$ cat src/hdl/biq_pkg.sv
package biq_pkg;

  localparam int SAMPLE_W      = 16;
  localparam int COEF_W        = 32;
  localparam int DELAY_W       = 48;
  localparam int COEF_FRAC_DEF = 29;
  localparam int CFG_IDX_W     = 3;

  typedef struct packed {
    logic signed [SAMPLE_W-1:0] sample_in;
    logic                       restart;
  } in_beat_t;

  typedef struct packed {
    logic signed [SAMPLE_W-1:0] sample_out;
    logic                       clipped;
  } out_beat_t;

  typedef enum logic [CFG_IDX_W-1:0] {
    REG_B0 = 3'd0,
    REG_B1 = 3'd1,
    REG_B2 = 3'd2,
    REG_A1 = 3'd3,
    REG_A2 = 3'd4
  } coef_reg_t;

  typedef enum logic [2:0] {
    MUL_B0X,
    MUL_B1X,
    MUL_B2X,
    MUL_A1Y,
    MUL_A2Y
  } mul_src_t;

  typedef enum logic [2:0] {
    ADD_PROD_D1,
    ADD_PROD_D2,
    ADD_PROD_ZERO,
    ADD_ACC_HALF,
    ADD_ACC_SUB_PROD
  } add_op_t;

  typedef struct packed {
    mul_src_t mul_src;
    logic     mul_en;
    add_op_t  add_op;
    logic     acc_en;
    logic     y_en;
    logic     d1_en;
    logic     d2_en;
    logic     clr_delay;
    logic     x_en;
    logic     out_load;
  } ctl_t;

endpackage

$ cat src/hdl/biquad_iir_section_core.sv
// Biquad IIR section, transposed direct form II, fixed point.
// Input channel in_valid/in_ready carries one beat: a signed sample and a
// restart bit that clears both delay registers before that sample.
// Output channel out_valid/out_ready carries the rounded, saturated sample
// and a clipped flag.
// Config channel cfg_valid/cfg_ready writes coefficient cfg_index
// (0 b0, 1 b1, 2 b2, 3 a1, 4 a2, signed Q2.29 by default); other indexes
// are dropped. cfg_ready is always high; write only while the filter is idle.
// One sample takes the accept cycle plus six steps in which a
// single 32x16 multiplier and a single add/subtract unit form the five
// products and three sums in turn. in_ready is low during those steps, so
// a new beat is taken only once the block is through with the last one.
// The result and out_valid are registered in the last step. The
// output register frees the datapath: a new beat is taken while a result
// still waits. If the receiver stalls, the next sample stops at its last
// step until the output register is taken.
// Synchronous reset clears the delays, sets b0 to 1.0 and the rest to 0.
module biquad_iir_section_core #(
  parameter int COEF_FRAC_BITS = biq_pkg::COEF_FRAC_DEF
) (
  input  logic                            clk,
  input  logic                            rst,
  input  logic                            in_valid,
  output logic                            in_ready,
  input  biq_pkg::in_beat_t               in_data,
  output logic                            out_valid,
  input  logic                            out_ready,
  output biq_pkg::out_beat_t              out_data,
  input  logic                            cfg_valid,
  output logic                            cfg_ready,
  input  logic [biq_pkg::CFG_IDX_W-1:0]   cfg_index,
  input  logic [biq_pkg::COEF_W-1:0]      cfg_data
);

  localparam int SW = biq_pkg::SAMPLE_W;
  localparam logic signed [SW-1:0] SAT_MAX = {1'b0, {(SW-1){1'b1}}};
  localparam logic signed [SW-1:0] SAT_MIN = {1'b1, {(SW-1){1'b0}}};

  biq_pkg::ctl_t                  ctl;
  logic signed [biq_pkg::COEF_W-1:0] coef;
  logic signed [SW-1:0]            y;
  logic                            clip;

  assign cfg_ready = 1'b1;

  biq_coef_regs #(
    .COEF_FRAC_BITS(COEF_FRAC_BITS)
  ) u_coef_regs (
    .clk      (clk),
    .rst      (rst),
    .cfg_valid(cfg_valid),
    .cfg_index(cfg_index),
    .cfg_data (cfg_data),
    .mul_src  (ctl.mul_src),
    .coef     (coef)
  );

  biq_seq u_seq (
    .clk      (clk),
    .rst      (rst),
    .in_valid (in_valid),
    .in_ready (in_ready),
    .restart  (in_data.restart),
    .out_valid(out_valid),
    .out_ready(out_ready),
    .ctl      (ctl)
  );

  biq_datapath #(
    .COEF_FRAC_BITS(COEF_FRAC_BITS)
  ) u_datapath (
    .clk      (clk),
    .rst      (rst),
    .ctl      (ctl),
    .in_sample(in_data.sample_in),
    .coef     (coef),
    .y        (y),
    .clip     (clip)
  );

  // output register
  always_ff @(posedge clk) begin
    if (ctl.out_load) begin
      out_data.sample_out <= y;
      out_data.clipped    <= clip;
    end
  end

  a_busy_after_accept: assert property (@(posedge clk) disable iff (rst)
    in_valid && in_ready |=> !in_ready)
    else $error("sequencer ready again straight after an input beat");

  a_no_overwrite: assert property (@(posedge clk) disable iff (rst)
    ctl.out_load |-> (!out_valid || out_ready))
    else $error("pending output beat overwritten");

  a_clip_at_limit: assert property (@(posedge clk) disable iff (rst)
    out_valid && out_data.clipped |->
      (out_data.sample_out == SAT_MAX || out_data.sample_out == SAT_MIN))
    else $error("clipped flag set on an unsaturated sample");

  a_result_after_work: assert property (@(posedge clk) disable iff (rst)
    $rose(out_valid) |-> $past(!in_ready))
    else $error("output beat without a preceding computation");

endmodule

$ cat src/hdl/biq_coef_regs.sv
module biq_coef_regs #(
  parameter int COEF_FRAC_BITS = biq_pkg::COEF_FRAC_DEF
) (
  input  logic                                clk,
  input  logic                                rst,
  input  logic                                cfg_valid,
  input  logic [biq_pkg::CFG_IDX_W-1:0]       cfg_index,
  input  logic [biq_pkg::COEF_W-1:0]          cfg_data,
  input  biq_pkg::mul_src_t                   mul_src,
  output logic signed [biq_pkg::COEF_W-1:0]   coef
);

  localparam int CW = biq_pkg::COEF_W;
  localparam logic signed [CW-1:0] ONE = CW'(64'd1 << COEF_FRAC_BITS);

  logic signed [CW-1:0] b0, b1, b2, a1, a2;

  always_ff @(posedge clk) begin
    if (rst) begin
      b0 <= ONE;
      b1 <= '0;
      b2 <= '0;
      a1 <= '0;
      a2 <= '0;
    end else if (cfg_valid) begin
      unique case (cfg_index)
        biq_pkg::REG_B0: b0 <= cfg_data;
        biq_pkg::REG_B1: b1 <= cfg_data;
        biq_pkg::REG_B2: b2 <= cfg_data;
        biq_pkg::REG_A1: a1 <= cfg_data;
        biq_pkg::REG_A2: a2 <= cfg_data;
        default: ;
      endcase
    end
  end

  always_comb begin
    unique case (mul_src)
      biq_pkg::MUL_B0X: coef = b0;
      biq_pkg::MUL_B1X: coef = b1;
      biq_pkg::MUL_B2X: coef = b2;
      biq_pkg::MUL_A1Y: coef = a1;
      biq_pkg::MUL_A2Y: coef = a2;
      default:          coef = b0;
    endcase
  end

endmodule

$ cat src/hdl/biq_datapath.sv
module biq_datapath #(
  parameter int COEF_FRAC_BITS = biq_pkg::COEF_FRAC_DEF
) (
  input  logic                                 clk,
  input  logic                                 rst,
  input  biq_pkg::ctl_t                        ctl,
  input  logic signed [biq_pkg::SAMPLE_W-1:0]  in_sample,
  input  logic signed [biq_pkg::COEF_W-1:0]    coef,
  output logic signed [biq_pkg::SAMPLE_W-1:0]  y,
  output logic                                 clip
);

  localparam int SW     = biq_pkg::SAMPLE_W;
  localparam int DW     = biq_pkg::DELAY_W;
  localparam int PROD_W = biq_pkg::COEF_W + SW;
  localparam int ACC_W  = ((PROD_W > DW) ? PROD_W : DW) + 2;

  localparam logic signed [ACC_W-1:0] HALF =
    {{(ACC_W-1){1'b0}}, 1'b1} << (COEF_FRAC_BITS - 1);
  localparam logic signed [ACC_W-1:0] SMAX = {{(ACC_W-SW+1){1'b0}}, {(SW-1){1'b1}}};
  localparam logic signed [ACC_W-1:0] SMIN = {{(ACC_W-SW+1){1'b1}}, {(SW-1){1'b0}}};
  localparam logic signed [ACC_W-1:0] DMAX = {{(ACC_W-DW+1){1'b0}}, {(DW-1){1'b1}}};
  localparam logic signed [ACC_W-1:0] DMIN = {{(ACC_W-DW+1){1'b1}}, {(DW-1){1'b0}}};

  logic signed [SW-1:0]     x;
  logic signed [SW-1:0]     mul_b;
  logic signed [PROD_W-1:0] prod, prod_next;
  logic signed [ACC_W-1:0]  acc;
  logic signed [ACC_W-1:0]  opa, opb, sum, shifted;
  logic                     sub;
  logic signed [SW-1:0]     y_next;
  logic                     clip_next;
  logic signed [DW-1:0]     d1, d2, d_sat;

  // shared multiplier
  always_comb begin
    case (ctl.mul_src) inside
      biq_pkg::MUL_A1Y, biq_pkg::MUL_A2Y: mul_b = y;
      default: mul_b = ctl.x_en ? in_sample : x;
    endcase
  end

  assign prod_next = PROD_W'(coef) * PROD_W'(mul_b);

  // shared add/subtract unit
  always_comb begin
    opa = acc;
    opb = '0;
    sub = 1'b0;
    case (ctl.add_op)
      biq_pkg::ADD_PROD_D1: begin
        opa = ACC_W'(prod);
        opb = ACC_W'(d1);
      end
      biq_pkg::ADD_PROD_D2: begin
        opa = ACC_W'(prod);
        opb = ACC_W'(d2);
      end
      biq_pkg::ADD_PROD_ZERO: begin
        opa = ACC_W'(prod);
      end
      biq_pkg::ADD_ACC_HALF: begin
        opb = HALF;
      end
      biq_pkg::ADD_ACC_SUB_PROD: begin
        opb = ACC_W'(prod);
        sub = 1'b1;
      end
      default: ;
    endcase
    sum = sub ? (opa - opb) : (opa + opb);
  end

  // round and saturate the output sample
  always_comb begin
    shifted   = sum >>> COEF_FRAC_BITS;
    clip_next = 1'b0;
    if (shifted > SMAX) begin
      y_next    = SMAX[SW-1:0];
      clip_next = 1'b1;
    end else if (shifted < SMIN) begin
      y_next    = SMIN[SW-1:0];
      clip_next = 1'b1;
    end else begin
      y_next = shifted[SW-1:0];
    end
  end

  // delay saturation, silent
  always_comb begin
    if (sum > DMAX) begin
      d_sat = DMAX[DW-1:0];
    end else if (sum < DMIN) begin
      d_sat = DMIN[DW-1:0];
    end else begin
      d_sat = sum[DW-1:0];
    end
  end

  always_ff @(posedge clk) begin
    if (rst) begin
      d1 <= '0;
      d2 <= '0;
    end else begin
      if (ctl.clr_delay) begin
        d1 <= '0;
        d2 <= '0;
      end
      if (ctl.d1_en) begin
        d1 <= d_sat;
      end
      if (ctl.d2_en) begin
        d2 <= d_sat;
      end
    end
  end

  always_ff @(posedge clk) begin
    if (ctl.x_en) begin
      x <= in_sample;
    end
    if (ctl.mul_en) begin
      prod <= prod_next;
    end
    if (ctl.acc_en) begin
      acc <= sum;
    end
    if (ctl.y_en) begin
      y    <= y_next;
      clip <= clip_next;
    end
  end

endmodule

$ cat src/hdl/biq_seq.sv
module biq_seq (
  input  logic          clk,
  input  logic          rst,
  input  logic          in_valid,
  output logic          in_ready,
  input  logic          restart,
  output logic          out_valid,
  input  logic          out_ready,
  output biq_pkg::ctl_t ctl
);

  typedef enum logic [2:0] {
    S_IDLE,
    S_ACC1,
    S_RND,
    S_FB1,
    S_D1W,
    S_FB2,
    S_D2W
  } state_t;

  state_t state, state_next;

  assign in_ready = (state == S_IDLE);

  always_comb begin
    ctl        = '0;
    ctl.mul_src = biq_pkg::MUL_B0X;
    ctl.add_op  = biq_pkg::ADD_PROD_ZERO;
    state_next  = state;
    unique case (state)
      S_IDLE: begin
        if (in_valid) begin
          ctl.x_en      = 1'b1;
          ctl.clr_delay = restart;
          ctl.mul_src   = biq_pkg::MUL_B0X;
          ctl.mul_en    = 1'b1;
          state_next    = S_ACC1;
        end
      end
      S_ACC1: begin
        ctl.add_op  = biq_pkg::ADD_PROD_D1;
        ctl.acc_en  = 1'b1;
        ctl.mul_src = biq_pkg::MUL_B1X;
        ctl.mul_en  = 1'b1;
        state_next  = S_RND;
      end
      S_RND: begin
        ctl.add_op = biq_pkg::ADD_ACC_HALF;
        ctl.y_en   = 1'b1;
        state_next = S_FB1;
      end
      S_FB1: begin
        ctl.add_op  = biq_pkg::ADD_PROD_D2;
        ctl.acc_en  = 1'b1;
        ctl.mul_src = biq_pkg::MUL_A1Y;
        ctl.mul_en  = 1'b1;
        state_next  = S_D1W;
      end
      S_D1W: begin
        ctl.add_op  = biq_pkg::ADD_ACC_SUB_PROD;
        ctl.d1_en   = 1'b1;
        ctl.mul_src = biq_pkg::MUL_B2X;
        ctl.mul_en  = 1'b1;
        state_next  = S_FB2;
      end
      S_FB2: begin
        ctl.add_op  = biq_pkg::ADD_PROD_ZERO;
        ctl.acc_en  = 1'b1;
        ctl.mul_src = biq_pkg::MUL_A2Y;
        ctl.mul_en  = 1'b1;
        state_next  = S_D2W;
      end
      S_D2W: begin
        ctl.add_op = biq_pkg::ADD_ACC_SUB_PROD;
        // hold until the output register is free
        if (!out_valid || out_ready) begin
          ctl.d2_en    = 1'b1;
          ctl.out_load = 1'b1;
          state_next   = S_IDLE;
        end
      end
      default: state_next = S_IDLE;
    endcase
  end

  always_ff @(posedge clk) begin
    if (rst) begin
      state     <= S_IDLE;
      out_valid <= 1'b0;
    end else begin
      state     <= state_next;
      out_valid <= ctl.out_load || (out_valid && !out_ready);
    end
  end

endmodule

$ cat config.mk
export PLATFORM = sky130hd
export DESIGN_NAME = biquad_iir_section_core
export DESIGN_NICKNAME = d
export VERILOG_FILES = /design/src/hdl/biq_pkg.sv /design/src/hdl/biquad_iir_section_core.sv /design/src/hdl/biq_coef_regs.sv /design/src/hdl/biq_datapath.sv /design/src/hdl/biq_seq.sv
export SDC_FILE = /design/constraint.sdc
export NUM_CORES = 2
export LEC_CHECK = 0
export ABC_AREA = 1
export BUFFER_PORTS_ARGS = -buffer_cell sky130_fd_sc_hd__buf_2
export CORE_ASPECT_RATIO = 1.4
export CORE_UTILIZATION = 39
export DETAILED_ROUTE_END_ITERATION = 8
export PLACE_DENSITY_LB_ADDON = 0.15
export SLEW_MARGIN = 10
export SYNTH_ARGS = -nofsm -noshare
export SYNTH_HDL_FRONTEND = slang
export SYNTH_SLANG_ARGS = --single-unit
$ cat constraint.sdc
create_clock -name clk -period 21.2 [get_ports clk]
set_input_delay 0 -clock clk [delete_from_list [all_inputs] [get_ports clk]]
set_output_delay 0 -clock clk [all_outputs]
set_load 0.03 [all_outputs]
# Word level (Yosys, flattened, before mapping)
# Index checks and enable logic that the tools add are counted.
# word_totals
regBits,408
out_inout_bits,20
wordCells,90
# op_classes
add_sub_neg,2
multipliers,1
magnitude_cmp,4
n_eq_ne,20
mux,27
n_reduce_logical,20
# ops
cell,count
$mux 48,5
$pmux 50 s4,1
$pmux 32 s4,1
$mux 50,2
$add 50x50->50,1
$gt 50x48->1 const B,1
$lt 50x48->1 const B,1
$sub 50x50->50,1
$mul 32x16->48,1
$mux 16,3
$eq 3x2->1 const B,8
$gt 21x16->1 const B,1
$lt 21x16->1 const B,1
$pmux 3 s7,1
$pmux 4 s5,1
$eq 3x3->1 const B,6
$eq 3x1->1 const B,4
$pmux 3 s4,1
$reduce_and 2->1,6
$logic_not 3->1,3
$mux 1,8
$mux 3,2
$reduce_or 3->1,2
$mux 2,2
7 further kinds,11

# Depth between registers and ports, before layout
# logic_depth
word_depth,12
mapped_depth,40
mapped_depth_nobuf,37

# Modules after synthesis
# From an unflattened synthesis, not the netlist that was laid out.
# hier_totals
hier_cells,5416
area_unflattened_um2,40572.7
# modules_own_cells
module,n_inst,cells_each,area_per_inst_um2,seq_area_each_um2
biq_datapath,1,4224,32240.9,5695.5
biq_coef_regs,1,1120,7519.7,3203.1
biquad_iir_section_core,1,19,521.8,510.5
biq_seq,1,53,290.3,80.1

# Least setup slack after synthesis
# Ideal clock, no wire load.
# synth_path
path_kind,register -> register
start,reg u_seq.state[0]
end,reg u_datapath.prod[44] (data pin)
t_arrival_ns,7.384
t_required_ns,20.938
slack_ns,13.553
stages_incl_launch_ff,36
path_buffers,4
period_less_slack_ns,7.647
path_cell_list,dfxtp_1 > buf_6 > buf_2 > nor2_1 > inv_1 > nor2_1 > nand2_1 > clkinv_1 > buf_2 > nand2_1 > nand2_1 > o21ai_0 > inv_1 > clkbuf_1 > nand2_1 > fa_1 > inv_1 > fa_1 > inv_1 > fa_1 > inv_1 > fa_1 > inv_1 > fa_1 > fa_1 > inv_1 > ha_1 > nand2_1 > nor2_1 > nand4_1 > o311ai_0 > a21o_1 > nand2_1 > nand2_1 > a21oi_1 > xor2_1
# synth_between
elab_chain_len,6
# synth_rtl
element,line_no,source
"start, declared",biq_seq.sv:22,"state_t state, state_next;"
"start signal, assigned",biq_seq.sv:92,state <= state_next;
$logic_not 3->1 (*),-,
net in_ready,biquad_iir_section_core.sv:24,"output logic in_ready,"
$pmux 4 s5,biq_seq.sv:31,unique case (state)
$eq 3x2->1 or $eq 3x3->1 (tied branches),biq_coef_regs.sv:38,unique case (mul_src)
$reduce_or 2->1,biq_datapath.sv:37,case (ctl.mul_src) inside
$mux 16,biq_datapath.sv:37,
$mul 32x16->48 (*),biq_datapath.sv:43,assign prod_next = PROD_W'(coef) * PROD_W'(mul_b);
net u_datapath.prod_next[44],biq_datapath.sv:27,"logic signed [PROD_W-1:0] prod, prod_next;"
"end signal, assigned",biq_datapath.sv:123,prod <= prod_next;
"end, declared",biq_datapath.sv:27,
# Mark *: on every way through the listed nets, which the timed path passes. The rest lies on a longest branch.
# A chain may end at the register's enable or synchronous reset.

# Worst setup path in the final report
# layout_path
start,reg u_seq.state[1]
end,reg u_datapath.prod[38] (data pin)
# layout_between
elab_chain_len,6
# layout_rtl
element,line_no
$eq 3x3->1 (tied with other cells),biq_seq.sv:31
$pmux 4 s5,biq_seq.sv:31
$eq 3x2->1 or $eq 3x3->1 (tied branches),biq_coef_regs.sv:38
$reduce_or 2->1,biq_datapath.sv:37
$mux 16,biq_datapath.sv:37
$mul 32x16->48 (*),biq_datapath.sv:43
net u_datapath.prod_next[38],biq_datapath.sv:27
# Marked as above.

==> metrics.txt <==
area of the mapped netlist around 40000 um^2; Final Core Density 0.433; vias in the first global route roughly 34000; Max-Cap Viols 0; Startpoint Class register; initial antenna violation count 1; die area 101000 um^2; WHS 0.0532 ns; P&R area growth vs syn 9.76%; main area contributors after synthesis fa_1 25%, dfxtp_1 14%, nand2_1 11%, edfxtp_1 10%, inv_1 7.4%; worst slew pin tran ~1.1 ns; Die W 269 um; vias per cell around 5.1; TNS Setup 0 ns; # DRC 0; clock-pin slew on the worst setup and hold paths 0.06 ns; nets 5729; worst hold path class in2reg; FF-to-FF Start u_seq.state[1]; critical path's slowest cell dfxtp_2; initial drt markers 2197; average size of a mapped cell slightly below 8 um^2; largest net degree at the start of global routing 100; routability congestion estimate 1.01; f_max a little over 90 MHz; CP startpoint u_seq.state[1]; cell repeated most along the worst path fa_1; met3 wire len 5790 um; HPWL Detailed 97200 um; Mapped Cells between 4000 and 5000; Total Wirelength 129000 um; minimum clock period 10.90 ns; Site Rows 136; top sig layer met4; Synth Register Bits between 400 and 500; top-count cell post-synth nand2_1; gr usage total 0.259; Core Box Area 98500 um^2; area fraction of the dominant cell type after synthesis 0.251; htree depth 2; Die H 376 um; Seq/Total Area, Yosys 0.244; Worst Setup Path Type reg2reg; yosys warns 0; worst setup margin 10.30 ns; post-cts sizing count 0; Fillers between 10000 and 15000; wire per inst 20.2 um; syn nets 5689; period utilization 0.514; post-route ant nets 0; Primary FF master, synth dfxtp_1; top post-synthesis cells by count 1120 x nand2_1, 769 x inv_1, 658 x nor2_1; CP Data Arrival Time 11.24 ns; Post-CTS Setup Repair Bufs 0; Port Buffer Count 75; M1 WL around 53000 um; TritonRoute pass-1 iters 6; pre-CTS setup slack 10.50 ns; Fin Clk Skew 0.0321 ns; Req. time, crit path 21.55 ns; async set-reset flop share out of synthesis 0; global-route wire length before repair roughly 200000 um; number of flops mapped to enable cells by yosys 132; Initial Util 0.395; layout cell share with drive strength beyond 1 0.0710; overflow left after global routing 0; RSZ-0062 raised after global routing false; Slew Limit Fails 0; Buf+Inv Stages, Crit Path 11; Yosys cell types 53; CTS Sinks 408; final setup violating endpoints 0; Rel. slew slack 0.234; CP max stage delay 0.82 ns; DR vias 32600; clock latency on the worst-skew pair 0.62 ns; WL met2 64900 um; CTS tree done; status finished clean; Num CTS Buffers 46; hold path start cfg_index[2]; clock buffer depth 3; Ports 77; CP delay by family, top adder cells; Clock Tree Root clkbuf_16; final hold viol count 0; crit-path max FO 41; endpoint type of the worst setup path register; Synth area leader fa_1
-- cell families after synthesis --
kind of cell,share of synthesized area
xor+xnor,0.0326
compound gates,0.0946
flops,0.244
other cells,0.0000964
simple gates,0.215
buf+inv,0.102
mux,0.00926
fa+ha+maj,0.303
-- tightest hold or removal path, delay by kind of cell --
kind | cells | cell delay, ns
simple gates | 1 | 0.07
buf+inv | 2 | 0.37
compound gates | 1 | 0.18
-- final cells by class --
cell class / count / area (um^2) / share of cell area
antenna: 2 / 5.00 / 0.000117
clock buffer: 64 / 1340 / 0.0314
clock inverter: 22 / 196 / 0.00460
inverter: 788 / 2970 / 0.0695
multi-input combinational: 3574 / 25600 / 0.599
sequential: 408 / 9490 / 0.222
tap: 1311 / 1640 / 0.0384
timing repair buffer: 203 / 1480 / 0.0348
-- flip-flops by register name, indices dropped and copies added (netlist names) --
| signal | cells |
|---|---|
| u_seq.state | 3 |
| u_datapath.clip | 1 |
| u_datapath.acc | 50 |
| u_datapath.prod | 48 |
| out_data | 17 |
| u_coef_regs.b0 | 32 |
| u_seq.out_valid | 1 |
| u_coef_regs.a2 | 32 |
| u_coef_regs.b2 | 32 |
| u_datapath.d1 | 48 |
| u_datapath.d2 | 48 |
| u_coef_regs.b1 | 32 |
| u_datapath.x | 16 |
| u_coef_regs.a1 | 32 |
| u_datapath.y | 16 |
-- routing by layer --
| layer | up-vias | global-route usage |
|---|---|---|
| met5 | - | 0 |
| met4 | 0 | 0.0961 |
| met3 | 255 | 0.0241 |
| met2 | 938 | 0.462 |
| met1 | 15900 | 0.320 |
| li1 | 15500 | - |
-- timing repair --
action	CTS	global route
endpoints found under the setup margin	0	0
hold endpoints to repair	226	0
hold buffers	58	0
-- worst paths after layout --
check / to / slack, ns / cells past startpoint
hold / removal: u_coef_regs.a2[0] / 0.05 / 4
setup reg to reg: u_datapath.prod[38] / 10.30 / 33
setup / recovery: u_datapath.prod[38] / 10.30 / 33
hold reg to reg: out_data[0] / 0.43 / 0
-- stage by stage --
stage          area, um^2  instances
6_report            42700       6372
4_1_cts             42700       6370
2_1_floorplan       38900       4981
5_1_grt             42700       6370
3_3_place_gp        40600       6226
3_5_place_dp        40600       6226
-- cell usage in the layout, fill, tap and decap left out, types with 61 or more instances in the layout --
cell and count:
nand2_1 1118, buf_2 74, inv_1 767, nor2_1 654, nand4_1 61, a21oi_1 305, ha_1 164, xor2_1 98
edfxtp_1 132, dfxtp_1 275, buf_4 71, fa_1 487, o21ai_0 260, nand3_1 106
Power is left out: the tool's default activity adds up to more than one toggle a clock period on the data nets, which glitch-free logic cannot reach.
